### src/rtl/core/imu_pkg.sv
// ----------------------------------------------------------------------------
// imu_pkg
// Shared types and codes for the six-axis moving-average conditioner.
// ----------------------------------------------------------------------------
`default_nettype none

package imu_pkg;

	localparam int SAMPLE_W = 16;
	localparam int CHANNELS = 6;
	localparam int AXES     = 3;
	localparam int CFG_REGS = 3;

	typedef enum logic [1:0] {
		OP_CAL  = 2'd0,
		OP_FILT = 2'd1,
		OP_POLL = 2'd2,
		OP_RSVD = 2'd3
	} opcode_t;

	// Element 0 is accelerometer x, element 5 is gyro z.
	typedef logic [CHANNELS-1:0][SAMPLE_W-1:0] sample_vec_t;

	typedef struct packed {
		logic filt;
		logic cal_done;
	} stage_ctl_t;

endpackage

`default_nettype wire

### src/rtl/core/imu_hist_cell.sv
// ----------------------------------------------------------------------------
// imu_hist_cell
// One position of the sample history, holding all six channels and passing
// them on to the next cell whenever a filtered sample enters.
// ----------------------------------------------------------------------------
`default_nettype none

module imu_hist_cell (
	input  logic                 clk,
	input  logic                 arst_n,
	input  logic                 shift_en,
	input  imu_pkg::sample_vec_t d,
	output imu_pkg::sample_vec_t q
);

	imu_pkg::sample_vec_t data_q;

	always_ff @(posedge clk or negedge arst_n) begin
		if (!arst_n) begin
			data_q <= '0;
		end else if (shift_en) begin
			data_q <= d;
		end
	end

	assign q = data_q;

endmodule

`default_nettype wire

### config.mk
export PLATFORM = sky130hd
export DESIGN_NAME = imu_hist_cell
export DESIGN_NICKNAME = d
export VERILOG_FILES = /design/src/rtl/core/imu_pkg.sv /design/src/rtl/core/imu_hist_cell.sv
export SDC_FILE = /design/constraint.sdc
export NUM_CORES = 1
export LEC_CHECK = 0
export BUFFER_PORTS_ARGS = -buffer_cell sky130_fd_sc_hd__buf_2
export CAP_MARGIN = 20
export CORE_ASPECT_RATIO = 1.4
export CORE_MARGIN = 3
export CORE_UTILIZATION = 48
export DETAILED_ROUTE_END_ITERATION = 16
export GPL_TIMING_DRIVEN = 0
export PLACE_DENSITY = 0.88
export SYNTH_ARGS = -nofsm -noshare
export SYNTH_HDL_FRONTEND = slang
export SYNTH_SLANG_ARGS = --single-unit
### constraint.sdc
create_clock -name clk -period 2.2 [get_ports clk]
set_clock_uncertainty 0.1 [all_clocks]
set_input_delay 0.11 -clock clk [delete_from_list [all_inputs] [get_ports clk]]
set_output_delay 0.11 -clock clk [all_outputs]
set_load 0.05 [all_outputs]
==> run summary, run 1 <==
Max rail drop VDD -> 0.801 mV
PD cells -> 739 nW/um^2
reg2reg setup slack -> 1.28 ns
Resize count post-CTS -> 0
kind of critical path -> flop to primary output
detailed-router iteration count before antenna repair -> 4
gpl congestion -> 0.707
die width -> 80.9 um
area of the mapped netlist -> 3760 sq um
CTS buffer count -> 9
Die Y -> 111 um
Via density -> 4.83
Lkg Pwr -> 3.00 nW
Tmin final -> 1.24 ns
Root Driver -> clkbuf_8
outcome -> complete, no violations
Remaining DRCs -> 0
CTS tree -> done
Critical Path Fanout Max -> 2
WL final -> 11.4 mm
largest net degree at the start of global routing -> 51
R2R cell count -> 1
Area Overhead vs Synth -> 59.4%
Core ar. -> 7500 sq um
crit-path leading delay family -> flip-flops
synthesized area per cell -> 18.5 sq um
Top FF cell, synth -> dfrtp_1
flops & latches, synth -> 96
Data required, critical path -> 1.99 ns
HP Class -> primary input to flop
worst path arrival time -> 1.03 ns
Slowest-stage cell, CP -> dfrtp_1
Initial Utilization -> 50.2%
clk slew on worst S/H paths -> 0.08 ns
CTS max path bufs -> 2
initial DRC count -> 123
GRT Total Usage -> 26.5%
H-Tree Depth -> 3
Post-Place Setup Slack -> 1.11 ns
Synth top cells by count -> dfrtp_1, mux2_2, mux2_4
die area -> 8960 sq um
largest incremental delay on the critical path -> 0.40 ns
via count -> 2928
top post-synthesis cells by area -> dfrtp_1, mux2_2, mux2_4
Ys Warns -> 0
# clock sinks -> 96
share of layout cells above drive strength 1 -> 61.1%
Antenna Cells -> 0
Max-slew headroom -> 58.5%
TNS Setup -> 0 ns
Worst Hold End -> q[79]
unrepaired setup endpoints after global routing -> no
std cell rows -> 37
area leader, netlist -> dfrtp_1
GRT overflow -> 0
post-route cell area -> 6000 sq um
Tcrit/Tclk final -> 56.3%
Critical R2R Capture -> q[15]
Startpoint Class -> flop
DP Area -> 4880 sq um
# Post-CTS Setup Buffers -> 0
Ports -> 195
Cell variety after synth -> 7
sequential share of the synthesized area -> 63.8%
Port Buf Inserts -> 193
Hold Crit Start -> shift_en
Routed Antenna Nets -> 0
asr flop ratio synth -> 100%
most common cell in the netlist -> dfrtp_1
Setup violations, final -> 0
HPWL after DPL -> 6.42 mm
hold depth -> 3
wire length per cell -> 18.7 um
Post-CTS Hold Buffers -> 97
vias in the first global route -> 3543
pin slew with the least headroom to its limit -> 0.622 ns
final worst-path setup slack -> 0.961 ns
clock latency on the worst-skew pair -> 0.34 ns
cells along the critical path -> buf_2
Syn Nets -> 302
top-area cell type share of the netlist area -> 63.8%
start of the worst register-to-register path -> q[15]
max-slew violation total from the final report -> 0
initial antenna violation count -> 0
nets@finish -> 604
endpoint class of the critical path -> primary output
global-route wire length before repair -> 18.0 mm
Largest register FFs -> 96
Fmax -> 807 MHz
critical path buffer and inverter count -> 1
Max Cap Viol -> 0
Post-Syn Instances -> 203
Final Hold Fails -> 0
Post-synth EDFFs -> 0
kinds of logic (layout without fill, tap and decap cells):
family                 after synthesis  count (layout)  synth area share [%]
buffers and inverters               11             317                  3.49
flip-flops                          96              96                  63.8
multiplexers                        96              96                  32.7
placed cells by master (no fill, tap or decap), types with 4 or more instances in the layout:
| master | n |
|---|---|
| mux2_4 | 40 |
| dlygate4sd3_1 | 97 |
| buf_12 | 4 |
| mux2_2 | 56 |
| buf_2 | 197 |
| dfrtp_1 | 96 |
| clkbuf_1 | 5 |
| clkbuf_8 | 9 |
cell type report:
cell class                 instances  area (sq um)
tap                               97           121
sequential                        96          2400
clock buffer                      14           143
fill                             413          1500
multi-input combinational         96          1230
clock inverter                     1          5.00
buffer                            11           131
timing repair buffer             291          1970
layer usage:
layer  vias to the layer above  share of wire [%]  track usage (%)
li1                       1308                  -                -
met1                      1427                 33             25.4
met2                       157                 56             49.2
met3                        36                7.9             8.54
met4                         0                3.8             12.1
met5                         -                  0                0
where the power goes:
| group | total [W] | internal, W | switching [W] |
|---|---|---|---|
| Clock | 0.000951 | 0.000407 | 0.000544 |
| Sequential | 0.00204 | 0.00194 | 0.000105 |
| Combinational | 0.00144 | 0.000518 | 0.000923 |
| Total | 0.00444 | 0.00287 | 0.00157 |
how the worst max path moves through the flow:
| stage | from | to | slack, ns | depth (start not counted) |
|---|---|---|---|---|
| 2_1_floorplan | q[10] | q[10] | 1.11 | 1 |
| 3_3_place_gp | arst_n | q[38] | 0.12 | 1 |
| 3_5_place_dp | shift_en | q[54] | 1.11 | 4 |
| 4_1_cts | q[4] | q[4] | 0.95 | 1 |
| 5_1_grt | q[4] | q[4] | 0.91 | 1 |
| 6_report | q[4] | q[4] | 0.96 | 1 |
per-stage QoR:
stage / utilization [%] / power (W) / hold slack [ns] / std cells
2_1_floorplan: - / 0.00298 / -0.286 / 203
3_3_place_gp: 64.7 / 0.00331 / 0.241 / 493
3_5_place_dp: 65.1 / 0.00335 / 0.0603 / 494
4_1_cts: 80.0 / 0.00443 / 0.123 / 606
5_1_grt: 80.0 / 0.00462 / 0.131 / 606
6_report: 80.0 / 0.00444 / 0.150 / 606
(Power assumes the default switching activity.)
==> inputs of run 2 (changes only) <==
--- a/config.mk
+++ b/config.mk
@@ -5,14 +5,15 @@
 export SDC_FILE = /design/constraint.sdc
 export NUM_CORES = 1
 export LEC_CHECK = 0
+export ABC_AREA = 1
 export BUFFER_PORTS_ARGS = -buffer_cell sky130_fd_sc_hd__buf_2
 export CAP_MARGIN = 20
 export CORE_ASPECT_RATIO = 1.4
 export CORE_MARGIN = 3
-export CORE_UTILIZATION = 48
+export CORE_UTILIZATION = 40
 export DETAILED_ROUTE_END_ITERATION = 16
 export GPL_TIMING_DRIVEN = 0
-export PLACE_DENSITY = 0.88
+export PLACE_DENSITY = 0.8
 export SYNTH_ARGS = -nofsm -noshare
 export SYNTH_HDL_FRONTEND = slang
 export SYNTH_SLANG_ARGS = --single-unit
==> constraint.sdc (replaced) <==
create_clock -name clk -period 1.05 [get_ports clk]
set_clock_uncertainty 0.1 [all_clocks]
set_input_delay 0.0525 -clock clk [delete_from_list [all_inputs] [get_ports clk]]
set_output_delay 0.0525 -clock clk [all_outputs]
set_load 0.05 [all_outputs]
==> run 2 against run 1 <==
Compared with the run above:
- the flow now finishes with violations (negative hold slack, negative setup slack)
- cell area rose by 15%
- clock power increased to 3.4 times the previous value
- register-to-register slack worse by 1.2 ns
- via count grew 43%
- synthesized cell count is 100% higher
- sequential share of layout area decreased by 5.3 points
- core utilization is 0.57 points lower
- setup slack lost 1.0 ns
- count of clock-buffer cells in the layout is 4 lower
- critical endpoint is now q[50]
- highest routed layer unchanged
==> run summary, run 2 <==
area leader, netlist -> dfrtp_1 (unchanged)
Post-Syn Instances -> 406 (was 203)
CTS max path bufs -> 2 (unchanged)
crit-path leading delay family -> flip-flops (unchanged)
clock latency on the worst-skew pair -> 0.34 ns (about the same)
HP Class -> primary input to async pin (was primary input to flop)
Remaining DRCs -> 0 (unchanged)
Initial Utilization -> 41.7% (was 50.2%)
Data required, critical path -> 0.90 ns (was 1.99 ns)
Slowest-stage cell, CP -> dfrtp_1 (unchanged)
CTS tree -> done (unchanged)
failing checks -> negative hold slack, negative setup slack
Final Power -> 0.0108 W (was 0.00444 W)
WL final -> 14.3 mm (was 11.4 mm)
pin slew with the least headroom to its limit -> 0.728 ns (was 0.622 ns)
Max Cap Viol -> 0 (unchanged)
max-slew violation total from the final report -> 0 (unchanged)
R2R cell count -> 4 (was 1)
Port Buf Inserts -> 193 (unchanged)
Final Hold Fails -> 56 (was 0)
WHS -> -0.336 ns (was 0.150 ns)
final worst-path setup slack -> -0.0363 ns (was 0.961 ns)
Largest register FFs -> 96 (unchanged)
Area Overhead vs Synth -> 90.6% (was 59.4%)
Root Driver -> clkbuf_16 (was clkbuf_8)
HPWL after DPL -> 7.08 mm (was 6.42 mm)
vias in the first global route -> 4428 (was 3543)
top post-synthesis cells by area -> dfrtp_1, nand2_1, buf_4 (was dfrtp_1, mux2_2, mux2_4)
FILL cells -> 461 (was 413)
Top FF cell, synth -> dfrtp_1 (unchanged)
initial DRC count -> 254 (was 123)
Setup violations, final -> 46 (was 0)
via count -> 4175 (was 2928)
kind of critical path -> flop to primary output (unchanged)
Routed Antenna Nets -> 0 (unchanged)
# clock sinks -> 96 (unchanged)
Core ar. -> 8710 sq um (was 7500 sq um)
start of the worst register-to-register path -> q[3] (was q[15])
std cell rows -> 40 (was 37)
Crit. path cell count -> 1 (unchanged)
Synth top cells by count -> nand2_1, dfrtp_1, buf_2 (was dfrtp_1, mux2_2, mux2_4)
gpl congestion -> 0.759 (was 0.707)
endpoint class of the critical path -> primary output (unchanged)
largest net degree at the start of global routing -> 58 (was 51)
sequential share of the synthesized area -> 66.2% (was 63.8%)
switch share -> 33.3% (was 35.4%)
Max-slew headroom -> 51.4% (was 58.5%)
Tcrit/Tclk final -> 103%
clock share of power -> 29.6% (was 21.4%)
Post-synth EDFFs -> 0 (unchanged)
GRT Total Usage -> 27.1% (was 26.5%)
Fmax -> 921 MHz
combinational group share of total power -> 30.6% (was 32.5%)
Via density -> 4.85 (was 4.83)
Max rail drop VDD -> 1.18 mV (was 0.801 mV)
CP endpoint -> q[50] (was q[4])
Ports -> 195 (unchanged)
H-Tree Depth -> 3 (unchanged)
Reg power frac -> 39.8% (was 46.1%)
cells along the critical path -> buf_6 (was buf_2)
die area -> 10300 sq um (was 8960 sq um)
CP startpoint -> q[50] (was q[4])
Syn Nets -> 505 (was 302)
largest incremental delay on the critical path -> 0.42 ns (was 0.40 ns)
global-route wire length before repair -> 21.7 mm (was 18.0 mm)
GRT overflow -> 0 (unchanged)
Ys Warns -> 0 (unchanged)
area of the mapped netlist -> 3630 sq um (was 3760 sq um)
most common cell after layout, fill and taps aside -> nand2_1 (was buf_2)
clk slew on worst S/H paths -> 0.07 ns (was 0.08 ns)
asr flop ratio synth -> 100% (unchanged)
Critical R2R Capture -> q[3] (was q[15])
share of layout cells above drive strength 1 -> 36.2% (was 61.1%)
top-area cell type share of the netlist area -> 66.2% (was 63.8%)
worst path arrival time -> 0.93 ns (was 1.03 ns)
flops & latches, synth -> 96 (unchanged)
outcome -> complete, but fails checks (was complete, no violations)
wire length per cell -> 16.7 um (was 18.7 um)
die width -> 86.5 um (was 80.9 um)
Lkg Pwr -> 3.82 nW (was 3.00 nW)
Die Y -> 119 um (was 111 um)
PD cells -> 1560 nW/um^2 (was 739 nW/um^2)
unrepaired setup endpoints after global routing -> yes (was no)
detailed-router iteration count before antenna repair -> 5 (was 4)
Startpoint Class -> flop (unchanged)
CTS buffer count -> 9 (unchanged)
most frequent cells in the layout -> nand2_1, buf_2, buf_6 (was buf_2, dlygate4sd3_1, dfrtp_1)
sw power -> 0.00360 W (was 0.00157 W)
initial antenna violation count -> 1 (was 0)
P_int -> 0.00721 W (was 0.00287 W)
TNS Setup -> -0.418 ns (was 0 ns)
Cell variety after synth -> 6 (was 7)
synthesized area per cell -> 8.94 sq um (was 18.5 sq um)
nets@finish -> 848 (was 604)
most common cell in the netlist -> nand2_1 (was dfrtp_1)
Critical Path Fanout Max -> 2 (unchanged)
reg2reg setup slack -> 0.07 ns (was 1.28 ns)
Post-CTS Hold Buffers -> 96 (was 97)
Tmin final -> 1.09 ns
critical path buffer and inverter count -> 1 (unchanged)
==> run 2: how the worst min path moves through the flow <==
stage	from	end	slack, ns	cells after the start
after floorplan	arst_n	q[0]	-0.34	0
after global placement	d[37]	q[37]	0.15	3
after detailed placement	arst_n	q[84]	0.05	1
after CTS	arst_n	q[87]	-0.31	1
after global routing	arst_n	q[84]	-0.28	1
final	arst_n	q[82]	-0.34	1
==> run 2: final cells by class <==
class	instances	area, sq um	area share [%]
Multi-Input combinational cell	288	1080	15.6
Tap cell	105	131	1.90
Timing Repair Buffer	332	2870	41.4
Sequential cell	96	2400	34.7
Buffer	21	140	2.03
Clock buffer	10	229	3.31
Inverter	1	6.26	0.0904
Clock inverter	6	60.1	0.868
Antenna cell	1	2.50	0.0362
==> run 2: power groups by stage <==
stage	clock network [W]	registers [W]	logic [W]
floorplan	0	0.00543	0.000403
global placement	0	0.00425	0.00228
detailed placement	0	0.00426	0.00233
CTS	0.00325	0.00428	0.00306
global route	0.00335	0.00433	0.00348
finish	0.00319	0.00430	0.00331
==> run 2: through the flow <==
stage                     instance area [sq um]  worst slack [ns]  instances  utilization, %  hold WS (ns)
after global routing                       6920           -0.0650        860            79.4        -0.283
after detailed placement                   4750             0.106        705            54.5        0.0547
after global placement                     4730             -1.05        704            54.3         0.154
after floorplan                            3630             0.118        406               -        -0.343
final                                      6920           -0.0363        860            79.4        -0.336
after CTS                                  6680           -0.0289        828            76.7        -0.307
==> run 2: kinds of logic (layout without fill, tap and decap cells) <==
kind of cell | count (synthesis) | after routing | synth area share [%]
AND/OR/NAND/NOR | 288 | 288 | 29.8
other | 0 | 1 | 0
flip-flops | 96 | 96 | 66.2
buffers and inverters | 22 | 370 | 4.03
==> run 2: routing by layer <==
metal	share of wire (%)	track usage, %	up-vias
li1	-	-	1898
met1	34	27.9	1973
met2	55	49.8	248
met3	7.2	5.86	56
met4	4.2	14.0	0
met5	0	0	-
==> run 2: repair_timing <==
action                     in CTS  in global routing
hold endpoints to repair      152                 56
resized for setup             192                  0
buffers inserted               11                 31
setup endpoints to repair      96                 93
